===== config.mk =====
export PLATFORM = sky130hd
export DESIGN_NAME = tick_timer_and_line_counter_core_flat
export DESIGN_NICKNAME = d
export VERILOG_FILES = /design/src/ttlc_pkg.sv /design/src/ttlc_in_if.sv /design/src/ttlc_out_if.sv /design/src/ttlc_tick.sv /design/src/tick_timer_and_line_counter_core.sv /design/src/flat_wrapper.sv
export SDC_FILE = /design/constraint.sdc
export NUM_CORES = 1
export LEC_CHECK = 0
export BUFFER_PORTS_ARGS = -buffer_cell sky130_fd_sc_hd__clkbuf_2
export CAP_MARGIN = 20
export CORE_MARGIN = 4
export CORE_UTILIZATION = 50
export DETAILED_ROUTE_END_ITERATION = 7
export GPL_ROUTABILITY_DRIVEN = 1
export GPL_TIMING_DRIVEN = 1
export PLACE_DENSITY = 0.68
export SYNTH_ARGS = -nofsm -noshare
export SYNTH_HDL_FRONTEND = slang
export SYNTH_SLANG_ARGS = --single-unit

===== constraint.sdc =====
create_clock -name i_clk -period 5.1 [get_ports i_clk]
set_clock_uncertainty 0.05 [all_clocks]
set_input_delay 1.02 -clock i_clk [delete_from_list [all_inputs] [get_ports i_clk]]
set_output_delay 1.02 -clock i_clk [all_outputs]
set_load 0.01 [all_outputs]

===== src/ttlc_pkg.sv =====
package ttlc_pkg;

    localparam int TICKS_PER_FRAME = 70224;
    localparam int DOTS_PER_LINE   = 456;
    localparam int LINES_PER_FRAME = 154;

    localparam int FC_W      = $clog2(TICKS_PER_FRAME);
    localparam int DOT_W     = $clog2(DOTS_PER_LINE);
    localparam int FLINE_W   = $clog2(TICKS_PER_FRAME / DOTS_PER_LINE + 1);
    localparam int LINE_W    = 8;
    localparam int CMP_W     = (FLINE_W > LINE_W) ? FLINE_W : LINE_W;
    localparam int TICK_W    = 4;
    localparam int CNT_W     = 8;
    localparam int TCTL_W    = 3;
    localparam int CFG_IDX_W = 2;
    localparam int CFG_DATA_W = 8;

    localparam int TCTL_EN_BIT = 2;
    localparam int DIV_STEP    = 256;

    localparam logic [FC_W-1:0]   LAST_FRAME = FC_W'(TICKS_PER_FRAME - 1);
    localparam logic [DOT_W-1:0]  LAST_DOT   = DOT_W'(DOTS_PER_LINE - 1);
    localparam logic [LINE_W-1:0] LAST_LINE  = LINE_W'(LINES_PER_FRAME - 1);

    typedef enum logic [CFG_IDX_W-1:0] {
        CFG_TIMER_CONTROL,
        CFG_TIMER_RELOAD,
        CFG_LINE_COMPARE
    } t_cfg_idx;

    typedef enum logic {
        S_IDLE,
        S_RUN
    } t_state;

    typedef enum logic [1:0] {
        RATE_1024,
        RATE_16,
        RATE_64,
        RATE_256
    } t_rate;

    // Architectural state plus the incremental form of frame / dots-per-line.
    typedef struct packed {
        logic [FC_W-1:0]    frame;
        logic [FC_W-1:0]    next_div;
        logic [FC_W-1:0]    next_tim;
        logic [CNT_W-1:0]   div;
        logic [CNT_W-1:0]   tim;
        logic [LINE_W-1:0]  line;
        logic [DOT_W-1:0]   dot;
        logic [FLINE_W-1:0] fline;
    } t_tick_state;

    typedef struct packed {
        logic ovf;
        logic match;
        logic fend;
    } t_tick_flags;

    typedef struct packed {
        logic [LINE_W-1:0] line_count;
        logic [CNT_W-1:0]  divider_value;
        logic [CNT_W-1:0]  timer_value;
        logic              timer_overflowed;
        logic              line_matched;
        logic              frame_ended;
    } t_result;

    function automatic logic [FC_W:0] period_of(input logic [1:0] sel);
        logic [FC_W:0] p;
        case (t_rate'(sel))
            RATE_1024: p = (FC_W+1)'(1024);
            RATE_16:   p = (FC_W+1)'(16);
            RATE_64:   p = (FC_W+1)'(64);
            default:   p = (FC_W+1)'(256);
        endcase
        return p;
    endfunction

    // (a + b) mod frame length; a is below the frame length, b no more than it.
    function automatic logic [FC_W-1:0] mod_add(input logic [FC_W-1:0] a,
                                                input logic [FC_W:0]   b);
        logic [FC_W:0] s;
        s = {1'b0, a} + b;
        if (s >= (FC_W+1)'(TICKS_PER_FRAME)) begin
            s = s - (FC_W+1)'(TICKS_PER_FRAME);
        end
        return s[FC_W-1:0];
    endfunction

endpackage


===== src/ttlc_in_if.sv =====
interface ttlc_in_if;
    import ttlc_pkg::*;

    logic              valid;
    logic              ready;
    logic [TICK_W-1:0] tick_count;

    modport source (output valid, output tick_count, input ready);
    modport sink   (input valid, input tick_count, output ready);
endinterface


===== src/ttlc_out_if.sv =====
interface ttlc_out_if;
    import ttlc_pkg::*;

    logic              valid;
    logic              ready;
    logic [LINE_W-1:0] line_count;
    logic [CNT_W-1:0]  divider_value;
    logic [CNT_W-1:0]  timer_value;
    logic              timer_overflowed;
    logic              line_matched;
    logic              frame_ended;

    modport source (output valid, output line_count, output divider_value,
                    output timer_value, output timer_overflowed,
                    output line_matched, output frame_ended, input ready);
    modport sink   (input valid, input line_count, input divider_value,
                    input timer_value, input timer_overflowed,
                    input line_matched, input frame_ended, output ready);
endinterface


===== src/ttlc_tick.sv =====
// One tick of the frame: line, compare, divider, timer, frame cycle.
module ttlc_tick (
    input  ttlc_pkg::t_tick_state           i_cur,
    input  logic [ttlc_pkg::TCTL_W-1:0]     i_tctl,
    input  logic [ttlc_pkg::CNT_W-1:0]      i_reload,
    input  logic [ttlc_pkg::LINE_W-1:0]     i_lcmp,
    output ttlc_pkg::t_tick_state           o_nxt,
    output ttlc_pkg::t_tick_flags           o_flags
);
    import ttlc_pkg::*;

    always_comb begin
        o_nxt   = i_cur;
        o_flags = '0;

        // line counter chases frame / dots-per-line
        if (CMP_W'(i_cur.fline) > CMP_W'(i_cur.line)) begin
            o_nxt.line = (i_cur.line == LAST_LINE) ? '0 : i_cur.line + 1'b1;
        end

        o_flags.match = (o_nxt.line == i_lcmp);

        if (i_cur.frame == i_cur.next_div) begin
            o_nxt.div      = i_cur.div + 1'b1;
            o_nxt.next_div = mod_add(i_cur.frame, (FC_W+1)'(DIV_STEP));
        end

        if (i_tctl[TCTL_EN_BIT] && (i_cur.frame == i_cur.next_tim)) begin
            if (i_cur.tim == '1) begin
                o_nxt.tim   = i_reload;
                o_flags.ovf = 1'b1;
            end else begin
                o_nxt.tim = i_cur.tim + 1'b1;
            end
            o_nxt.next_tim = mod_add(i_cur.frame, period_of(i_tctl[1:0]));
        end

        if (i_cur.frame == LAST_FRAME) begin
            o_nxt.frame  = '0;
            o_nxt.line   = '0;
            o_nxt.dot    = '0;
            o_nxt.fline  = '0;
            o_flags.fend = 1'b1;
        end else begin
            o_nxt.frame = i_cur.frame + 1'b1;
            if (i_cur.dot == LAST_DOT) begin
                o_nxt.dot   = '0;
                o_nxt.fline = i_cur.fline + 1'b1;
            end else begin
                o_nxt.dot = i_cur.dot + 1'b1;
            end
        end
    end

endmodule


===== src/tick_timer_and_line_counter_core.sv =====
// Tick timer and line counter. Each input word carries a tick count; the core
// walks those ticks one per clock through a single tick datapath (divider,
// reloading timer, line counter, frame cycle) and then posts one result word
// with the counters and the sticky overflow, line-match and frame-end flags
// gathered over the item. The input stays closed from acceptance until the
// result is posted, and longer only while the previous result has not yet
// been taken. Configuration writes go straight to the control, reload and
// compare registers and should be made while idle.
module tick_timer_and_line_counter_core (
    input  logic                              i_clk,
    input  logic                              i_rst_n,
    input  logic                              i_cfg_we,
    input  logic [ttlc_pkg::CFG_IDX_W-1:0]    i_cfg_idx,
    input  logic [ttlc_pkg::CFG_DATA_W-1:0]   i_cfg_data,
    ttlc_in_if.sink                           i_in,
    ttlc_out_if.source                        o_out
);
    import ttlc_pkg::*;

    // config registers
    logic [TCTL_W-1:0] r_tctl;
    logic [CNT_W-1:0]  r_reload;
    logic [LINE_W-1:0] r_lcmp;

    // sequencer
    t_state            r_state, n_state;
    logic [TICK_W-1:0] r_left,  n_left;

    // tick state and sticky flags for the word in flight
    t_tick_state r_st,    n_st,    tick_nxt;
    t_tick_flags r_flags, n_flags, tick_flags;

    // output register
    logic    r_out_valid, n_out_valid;
    t_result r_res,       n_res;

    ttlc_tick u_tick (
        .i_cur    (r_st),
        .i_tctl   (r_tctl),
        .i_reload (r_reload),
        .i_lcmp   (r_lcmp),
        .o_nxt    (tick_nxt),
        .o_flags  (tick_flags)
    );

    always_ff @(posedge i_clk) begin
        if (!i_rst_n) begin
            r_tctl   <= '0;
            r_reload <= '0;
            r_lcmp   <= '0;
        end else if (i_cfg_we) begin
            case (i_cfg_idx)
                CFG_TIMER_CONTROL: r_tctl   <= i_cfg_data[TCTL_W-1:0];
                CFG_TIMER_RELOAD:  r_reload <= i_cfg_data[CNT_W-1:0];
                CFG_LINE_COMPARE:  r_lcmp   <= i_cfg_data[LINE_W-1:0];
                default: ;  // no register there
            endcase
        end
    end

    always_ff @(posedge i_clk) begin
        if (!i_rst_n) begin
            r_state     <= S_IDLE;
        end else begin
            r_state     <= n_state;
        end
    end

    always_ff @(posedge i_clk) begin
        if (!i_rst_n) begin
            r_left      <= '0;
            r_st        <= '0;
            r_flags     <= '0;
            r_out_valid <= 1'b0;
        end else begin
            r_left      <= n_left;
            r_st        <= n_st;
            r_flags     <= n_flags;
            r_out_valid <= n_out_valid;
        end
    end

    always_ff @(posedge i_clk) begin
        r_res <= n_res;
    end

    always_comb begin
        n_state     = r_state;
        n_left      = r_left;
        n_st        = r_st;
        n_flags     = r_flags;
        n_out_valid = r_out_valid;
        n_res       = r_res;

        if (r_out_valid && o_out.ready) begin
            n_out_valid = 1'b0;
        end

        case (r_state)
            S_IDLE: begin
                if (i_in.valid) begin
                    n_left  = i_in.tick_count;
                    n_flags = '0;
                    n_state = S_RUN;
                end
            end
            S_RUN: begin
                if (r_left != '0) begin
                    // one tick per clock
                    n_st    = tick_nxt;
                    n_flags = t_tick_flags'(r_flags | tick_flags);
                    n_left  = r_left - 1'b1;
                end else if (!r_out_valid || o_out.ready) begin
                    // post once the output slot is free
                    n_out_valid            = 1'b1;
                    n_res.line_count       = r_st.line;
                    n_res.divider_value    = r_st.div;
                    n_res.timer_value      = r_st.tim;
                    n_res.timer_overflowed = r_flags.ovf;
                    n_res.line_matched     = r_flags.match;
                    n_res.frame_ended      = r_flags.fend;
                    n_state                = S_IDLE;
                end
            end
            default: n_state = S_IDLE;
        endcase
    end

    assign i_in.ready             = (r_state == S_IDLE);

    assign o_out.valid            = r_out_valid;
    assign o_out.line_count       = r_res.line_count;
    assign o_out.divider_value    = r_res.divider_value;
    assign o_out.timer_value      = r_res.timer_value;
    assign o_out.timer_overflowed = r_res.timer_overflowed;
    assign o_out.line_matched     = r_res.line_matched;
    assign o_out.frame_ended      = r_res.frame_ended;

endmodule


===== src/flat_wrapper.sv =====
// flat-port wrapper written by rule: the top's interface ports become plain ports
module tick_timer_and_line_counter_core_flat import ttlc_pkg::*;
  (i_clk, i_rst_n, i_cfg_we, i_cfg_idx, i_cfg_data, i_in_valid, i_in_tick_count, i_in_ready, o_out_valid, o_out_line_count, o_out_divider_value, o_out_timer_value, o_out_timer_overflowed, o_out_line_matched, o_out_frame_ended, o_out_ready);
  ttlc_in_if i_in_i ();
  ttlc_out_if o_out_i ();
  input  logic i_clk;
  input  logic i_rst_n;
  input  logic i_cfg_we;
  input  logic [ttlc_pkg::CFG_IDX_W-1:0] i_cfg_idx;
  input  logic [ttlc_pkg::CFG_DATA_W-1:0] i_cfg_data;
  input wire logic [$bits(i_in_i.valid)-1:0] i_in_valid;
  input wire logic [$bits(i_in_i.tick_count)-1:0] i_in_tick_count;
  output wire logic [$bits(i_in_i.ready)-1:0] i_in_ready;
  output wire logic [$bits(o_out_i.valid)-1:0] o_out_valid;
  output wire logic [$bits(o_out_i.line_count)-1:0] o_out_line_count;
  output wire logic [$bits(o_out_i.divider_value)-1:0] o_out_divider_value;
  output wire logic [$bits(o_out_i.timer_value)-1:0] o_out_timer_value;
  output wire logic [$bits(o_out_i.timer_overflowed)-1:0] o_out_timer_overflowed;
  output wire logic [$bits(o_out_i.line_matched)-1:0] o_out_line_matched;
  output wire logic [$bits(o_out_i.frame_ended)-1:0] o_out_frame_ended;
  input wire logic [$bits(o_out_i.ready)-1:0] o_out_ready;
  assign i_in_i.valid = i_in_valid;
  assign i_in_i.tick_count = i_in_tick_count;
  assign i_in_ready = i_in_i.ready;
  assign o_out_valid = o_out_i.valid;
  assign o_out_line_count = o_out_i.line_count;
  assign o_out_divider_value = o_out_i.divider_value;
  assign o_out_timer_value = o_out_i.timer_value;
  assign o_out_timer_overflowed = o_out_i.timer_overflowed;
  assign o_out_line_matched = o_out_i.line_matched;
  assign o_out_frame_ended = o_out_i.frame_ended;
  assign o_out_i.ready = o_out_ready;
  tick_timer_and_line_counter_core u_core (.i_clk(i_clk), .i_rst_n(i_rst_n), .i_cfg_we(i_cfg_we), .i_cfg_idx(i_cfg_idx), .i_cfg_data(i_cfg_data), .i_in(i_in_i), .o_out(o_out_i));
endmodule

======== After elaboration in Yosys (flattened, before gate mapping) ========
Index checks and enable logic that the tools add are counted.
word-level totals
  register bits after elaboration ......... 147
  input bits .............................. 19
  output and inout bits ................... 29
  word-level logic and storage cells ...... 99
operators by class
  add/sub/neg operators ................... 11
  magnitude comparators ................... 3
  equality and inequality tests ........... 13
  muxes and demuxes ....................... 29
  bitwise gates (word level) .............. 3
  reduce and logical (&&, ||, !) cells .... 17
operators with widths
  operator                  number
  $mux W17                  4
  $mux W8                   5
  $ge A18 B17 Y1 const B    2
  $eq A17 B17 Y1            2
  $sub A17 B17 Y17 const B  2
  $pmux W11 S3              1
  $add A8 B1 Y8 const B     4
  $add A17 B18 Y18          1
  $add A17 B9 Y18 const B   1
  $mux W18                  1
  $add A17 B1 Y17 const B   1
  $eq A17 B17 Y1 const B    1
  $eq A8 B8 Y1 const B      2
  $reduce_and A3 Y1         4
  $mux W1                   10
  $reduce_and A2 Y1         5
  $add A9 B1 Y9 const B     1
  $eq A9 B9 Y1 const B      1
  $mux W9                   1
  $eq A8 B8 Y1              1
  $gt A8 B8 Y1              1
  $mux W4                   2
  $pmux W4 S2               1
  $mux W3                   2
  14 further kinds          20

======== Logic depth before layout (Yosys ltp) ========
  depth after elaboration ................. 7
  depth in mapped cells ................... 13
  mapped depth without buffers ............ 12

======== Hierarchy ========
Synthesis repeated with hierarchy kept, for this count alone.
second synthesis, totals
  cell total of the unflattened synthesis .. 1150
  area total of the unflattened synthesis .. 9237.6 um^2
modules (own cells, without submodules)
  module                            times used  cells each  area an instance (um^2)  seq. area each (um^2)
  tick_timer_and_line_counter_core  1           562         5422.7                   3213.1
  ttlc_tick                         1           588         3814.9                   0.0

======== Worst setup path after synthesis ========
No wires, ideal clock.
  kind .................................... flip-flop to flip-flop
  start point ............................. register u_core.r_state
  end point ............................... register u_core.r_res, in the netlist u_core.o_out.divider_value[0] (enable)
  setup time .............................. 447 ps
  arrival time ............................ 3005 ps
  data required time ...................... 4603 ps
  setup slack ............................. 1598 ps
  stages on the path, launching flop included .. 5
  buffers on the path ..................... 1
  period minus slack after synthesis ...... 3502 ps
  cells stage by stage .................... dfxtp_1 clkbuf_1 inv_1 or2_2 nor3_1
between the ends
  word-level cells in the longest chain between the ends .. 1
RTL lines
  item                         RTL line                                RTL
  start: declaration           tick_timer_and_line_counter_core.sv:26  t_state r_state, n_state;
  start signal: assignment     tick_timer_and_line_counter_core.sv:65  r_state <= n_state;
  $reduce_and A3 Y1 (no line)  -
  end signal: assignment       tick_timer_and_line_counter_core.sv:84  r_res <= n_res;
  end: declaration             tick_timer_and_line_counter_core.sv:35  t_result r_res, n_res;
No other way between the ends.
A chain may end at the register's enable or synchronous reset.

======== Worst setup path in the final report ========
  start point ............................. register u_core.r_st[79] (netlist bit)
  end point ............................... register u_core.r_st[48] (netlist bit)
between the ends
  word-level cells in the longest chain between the ends .. 3
  elaborated cells between the ends (all ways) .. 7
  those cells by class .................... add/sub: 2; order compare: 1; eq/ne: 1; mux: 1; reduce/logical: 2
RTL lines
  item                                                RTL line                                RTL
  start: declaration                                  tick_timer_and_line_counter_core.sv:30  t_tick_state r_st, n_st, tick_nxt;
  start signal: assignment                            tick_timer_and_line_counter_core.sv:77  r_st <= n_st;
  $add A17 B18 Y18 or $eq A17 B17 Y1 (tied branches)  ttlc_pkg.sv:85, ttlc_tick.sv:28
  $sub A17 B17 Y17 (tied with other cells)            ttlc_pkg.sv:87                          s = s - (FC_W+1)'(TICKS_PER_FRAME);
  $mux W17 or $reduce_and A3 Y1 (tied branches)       -
Parallel ways exist; a longest one is shown, timed or not.

==> metrics.log <==
[metrics] critical path start-end classification: register to register
[metrics] unrepaired setup endpoints after global routing: no
[metrics] commonest non-fill, non-tap cell in the layout: nor2_1
[metrics] Synth Instances: 926
[metrics] CP bufs+invs: 0
[metrics] CP Launch Type: register
[metrics] clock transition time at the flip-flop clock pins of the worst setup and hold paths: 0.07 ns
[metrics] register-to-register path setup slack: roughly 1.6 ns
[metrics] number of hold violations in the final report: 0
[metrics] number of placed instances, taps included: 1143
[metrics] number of nets in the layout: a little under 1000
[metrics] Antenna Diode Count: 0
[metrics] antenna violations before repair: 0
[metrics] post-DP HPWL: 13300 um
[metrics] placement row count: 46
[metrics] global router's overall resource usage: 20.5%
[metrics] buffers inserted by post-CTS timing repair: 0
[metrics] pwr dens: 292 nW/um^2
[metrics] area leader, netlist: dfxtp_1
[metrics] filler cell count in the final layout: roughly 1500
[metrics] area fraction of the dominant cell type after synthesis: between 20 and 30%
[metrics] layout cell share with drive strength beyond 1: 11.4%
[metrics] final worst-path cycle share: 69.5%
[metrics] mapped cell area: 8130 um^2
[metrics] grt total ovfl: 0
[metrics] number of flops mapped to enable cells by yosys: 27
[metrics] Static Leak: 0.00354 uW
[metrics] detailed-route vias per instance: between 5 and 6
[metrics] net count of the mapped netlist: 975
[metrics] Worst Setup SP: u_core.r_st[79]$_SDFFE_PN0P_
[metrics] clock tree from TritonCTS: built
[metrics] number of nets still failing antenna checks after routing: 0
[metrics] DP Area: 8470 um^2
[metrics] reg-to-reg endpoint: u_core.r_st[48]$_SDFFE_PN0P_
[metrics] Routed Wire Length: roughly 18000 um
[metrics] largest fanout on the critical path: 11
[metrics] Reg2Reg Launch Point: u_core.r_st[79]$_SDFFE_PN0P_
[metrics] CP Capture Type: register
[metrics] synth-to-layout area growth: 11.0%
[metrics] Min-Delay Path Class: register to register
[metrics] CTS buffer count: 17
[metrics] first-pass iteration count of the detailed router: 5
[metrics] vertical extent of the die: approximately 140 um
[metrics] final std cells w/o fill: 1175
[metrics] die area: ~18000 um^2
[metrics] root buffer selected by CTS: clkbuf_16
[metrics] maximum clock insertion buffer count: 2
[metrics] Total Negative Setup Slacks: 0 ns
[metrics] post-route cell area: 9030 um^2
[metrics] min Tclk post-route: 3.55 ns
[metrics] initial drt markers: ~520
[metrics] Req. time, crit path: 5.38 ns
[metrics] leading cell types in the layout, fill and taps excluded: nor2_1 (125), dfxtp_1 (120), nand2_1 (61), xnor2_1 (53), clkbuf_2 (47)
[metrics] PostCTS Resize Cnt: 0
[metrics] vias in the first global route: a little over 6000
[metrics] number of logic stages on the critical path including buffering: 10
[metrics] Setup-failing EPs final: 0
[metrics] average instance area after synthesis: 8.78 um^2
[metrics] run status: complete, no violations
[metrics] most numerous cell on the critical path: ha_1
[metrics] DR vias: 6739
[metrics] worst skew pair latency: 0.43 ns
[metrics] wire length of the first global-routing pass: 30500 um
[metrics] leading cell types by total area after synthesis: dfxtp_1 (30%), edfxtp_1 (10%), nor2_1 (5.8%), xnor2_1 (5.7%), xor2_1 (4.8%)
[metrics] relative slew slack: 41.3%
[metrics] port bufs: 47
[metrics] detailed-route DRC error count: 0
[metrics] count of H-tree levels built during CTS: 4
[metrics] Crit path max-delay family: simple AND/OR/NAND/NOR gates
[metrics] crit-path cells: ha_1, ha_1, xor2_1, nor2b_1, o32ai_2, nor4b_4, a211oi_2, nor2_2, or3_1, a311oi_1
[metrics] core occupancy in the finished layout: 56.8%
[metrics] warning count from the yosys run: 0
[metrics] initial core utilization: 51.2%
[metrics] count of different cell masters after synthesis: 74
[metrics] last element of the critical path: u_core.r_st[48]$_SDFFE_PN0P_
[metrics] I/O pin count: 48
[metrics] Max IR drop VDD: 0.000234 V
[metrics] async set or reset register ratio after synthesis: 0%
[metrics] core area: 15900 um^2
[metrics] Max-cap violations: 0
[metrics] Synth Flop Type: dfxtp_1
[metrics] master of the slowest instance on the critical path: dfxtp_1
[metrics] worst stage delay on the critical path: approximately 0.54 ns
[metrics] fmax: 0.282 GHz
[metrics] wire length per cell: 15.7 um
[metrics] final number of max-transition violations: 0
[metrics] RD Place Congestion: 0.892
[metrics] number of clock sinks seen by CTS: around 150
[metrics] FF-to-FF path depth: 10
[metrics] arrival time reported for the critical path endpoint: 3.83 ns
[metrics] largest net degree at the start of global routing: 47
[metrics] die width: 136 um
[metrics] post-synthesis register bit count: 147
[metrics] total of hold buffers inserted after clock tree synthesis: 0
[metrics] measured slew at the worst slew-check pin: 0.878 ns
[metrics] post-synthesis sequential area ratio: 39.5%
## per-stage QoR
step	setup slack, ns	total power, uW	hold WS [ns]
6_report	1.55	2640	0.377
5_1_grt	1.31	2740	0.402
4_1_cts	1.60	2660	0.381
3_5_place_dp	1.66	1480	0.365
3_3_place_gp	1.80	1470	0.360
2_1_floorplan	1.60	1410	0.350
## sequential cells by signal (all words and copies together), names as in the netlist
signal and flops:
u_core.o_out.line_count 8, u_core.o_out.timer_value 8, u_core.r_reload 8, u_core.o_out.timer_overflowed 1, u_core.r_left 4, u_core.o_out.frame_ended 1
u_core.r_state 1, u_core.r_lcmp 8, u_core.r_tctl 3, u_core.r_st 92, u_core.o_out.divider_value 8, u_core.o_out.valid 1
u_core.o_out.line_matched 1, u_core.r_flags 3
## metal layers
layer / GRT usage [%] / vias up / routed length [um]
met5: 0 / - / 0
met2: 32.9 / 162 / 8600
met4: 5.43 / 0 / 244
li1: - / 3345 / -
met3: 4.05 / 24 / 729
met1: 28.3 / 3208 / 8890
## report_power, final
part	internal (uW)	switching, uW	leakage (uW)	total (uW)
clock	644	543	0.000270	1190
sequential	1220	24.6	0.00122	1250
combinational	74.7	129	0.00204	204
total	1940	697	0.00354	2640
## synth_stat cells (all sizes together) (6+ instances only)
| master | count |
|---|---|
| nand3 | 40 |
| a21oi | 38 |
| o211ai | 8 |
| nor2 | 126 |
| o21a | 8 |
| nor3b | 6 |
| inv | 28 |
| mux2i | 36 |
| nor4 | 19 |
| xor2 | 45 |
| or3 | 12 |
| a31oi | 8 |
| nor2b | 8 |
| and3 | 12 |
| xnor2 | 54 |
| nand4 | 35 |
| and2 | 15 |
| buf | 16 |
| dfxtp | 120 |
| edfxtp | 27 |
| nor3 | 21 |
| o21ai | 27 |
| ha | 30 |
| nand2b | 9 |
| and4 | 7 |
| clkbuf | 36 |
| nand2 | 61 |
## cell type report
cell class,count,area (um^2),share of cell area [%]
multi-input combinational,698,4600,50.9
tap,216,270,2.99
timing repair buffer,53,280,3.10
clock inverter,15,135,1.50
sequential,147,3210,35.6
inverter,29,109,1.21
clock buffer,17,425,4.71
## worst reg2reg max path, delay by kind of cell, from the launching register on
kind | cells | cell delay (ns)
adder cells (fa/ha/maj) | 2 | 0.56
XOR/XNOR | 1 | 0.34
AO/OA/AOI/OAI | 3 | 0.89
flip-flops | 1 | 0.54
AND/OR/NAND/NOR | 4 | 1.07
## cell families after synthesis
| family | count (synthesis) | share of synthesized area, % |
|---|---|---|
| flip-flops | 147 | 39.5 |
| multiplexers | 38 | 4.71 |
| XOR/XNOR | 99 | 10.8 |
| adder cells (fa/ha/maj) | 30 | 4.62 |
| AND/OR/NAND/NOR | 393 | 24.7 |
| AO/OA/AOI/OAI | 138 | 11.6 |
| buffers and inverters | 81 | 4.03 |
## worst min path at each step
stage / startpoint / cells after the start / endpoint
after global placement: u_core.r_flags[1]$_SDFFE_PN0P_ / 0 / u_core.o_out.line_matched$_DFFE_PP_
after CTS: u_core.r_flags[1]$_SDFFE_PN0P_ / 0 / u_core.o_out.line_matched$_DFFE_PP_
final: u_core.r_flags[1]$_SDFFE_PN0P_ / 0 / u_core.o_out.line_matched$_DFFE_PP_
after global routing: u_core.r_flags[1]$_SDFFE_PN0P_ / 0 / u_core.o_out.line_matched$_DFFE_PP_
after floorplan: u_core.r_flags[1]$_SDFFE_PN0P_ / 0 / u_core.o_out.line_matched$_DFFE_PP_
after detailed placement: u_core.r_flags[1]$_SDFFE_PN0P_ / 0 / u_core.o_out.line_matched$_DFFE_PP_
Power figures use the tool's default switching activity.
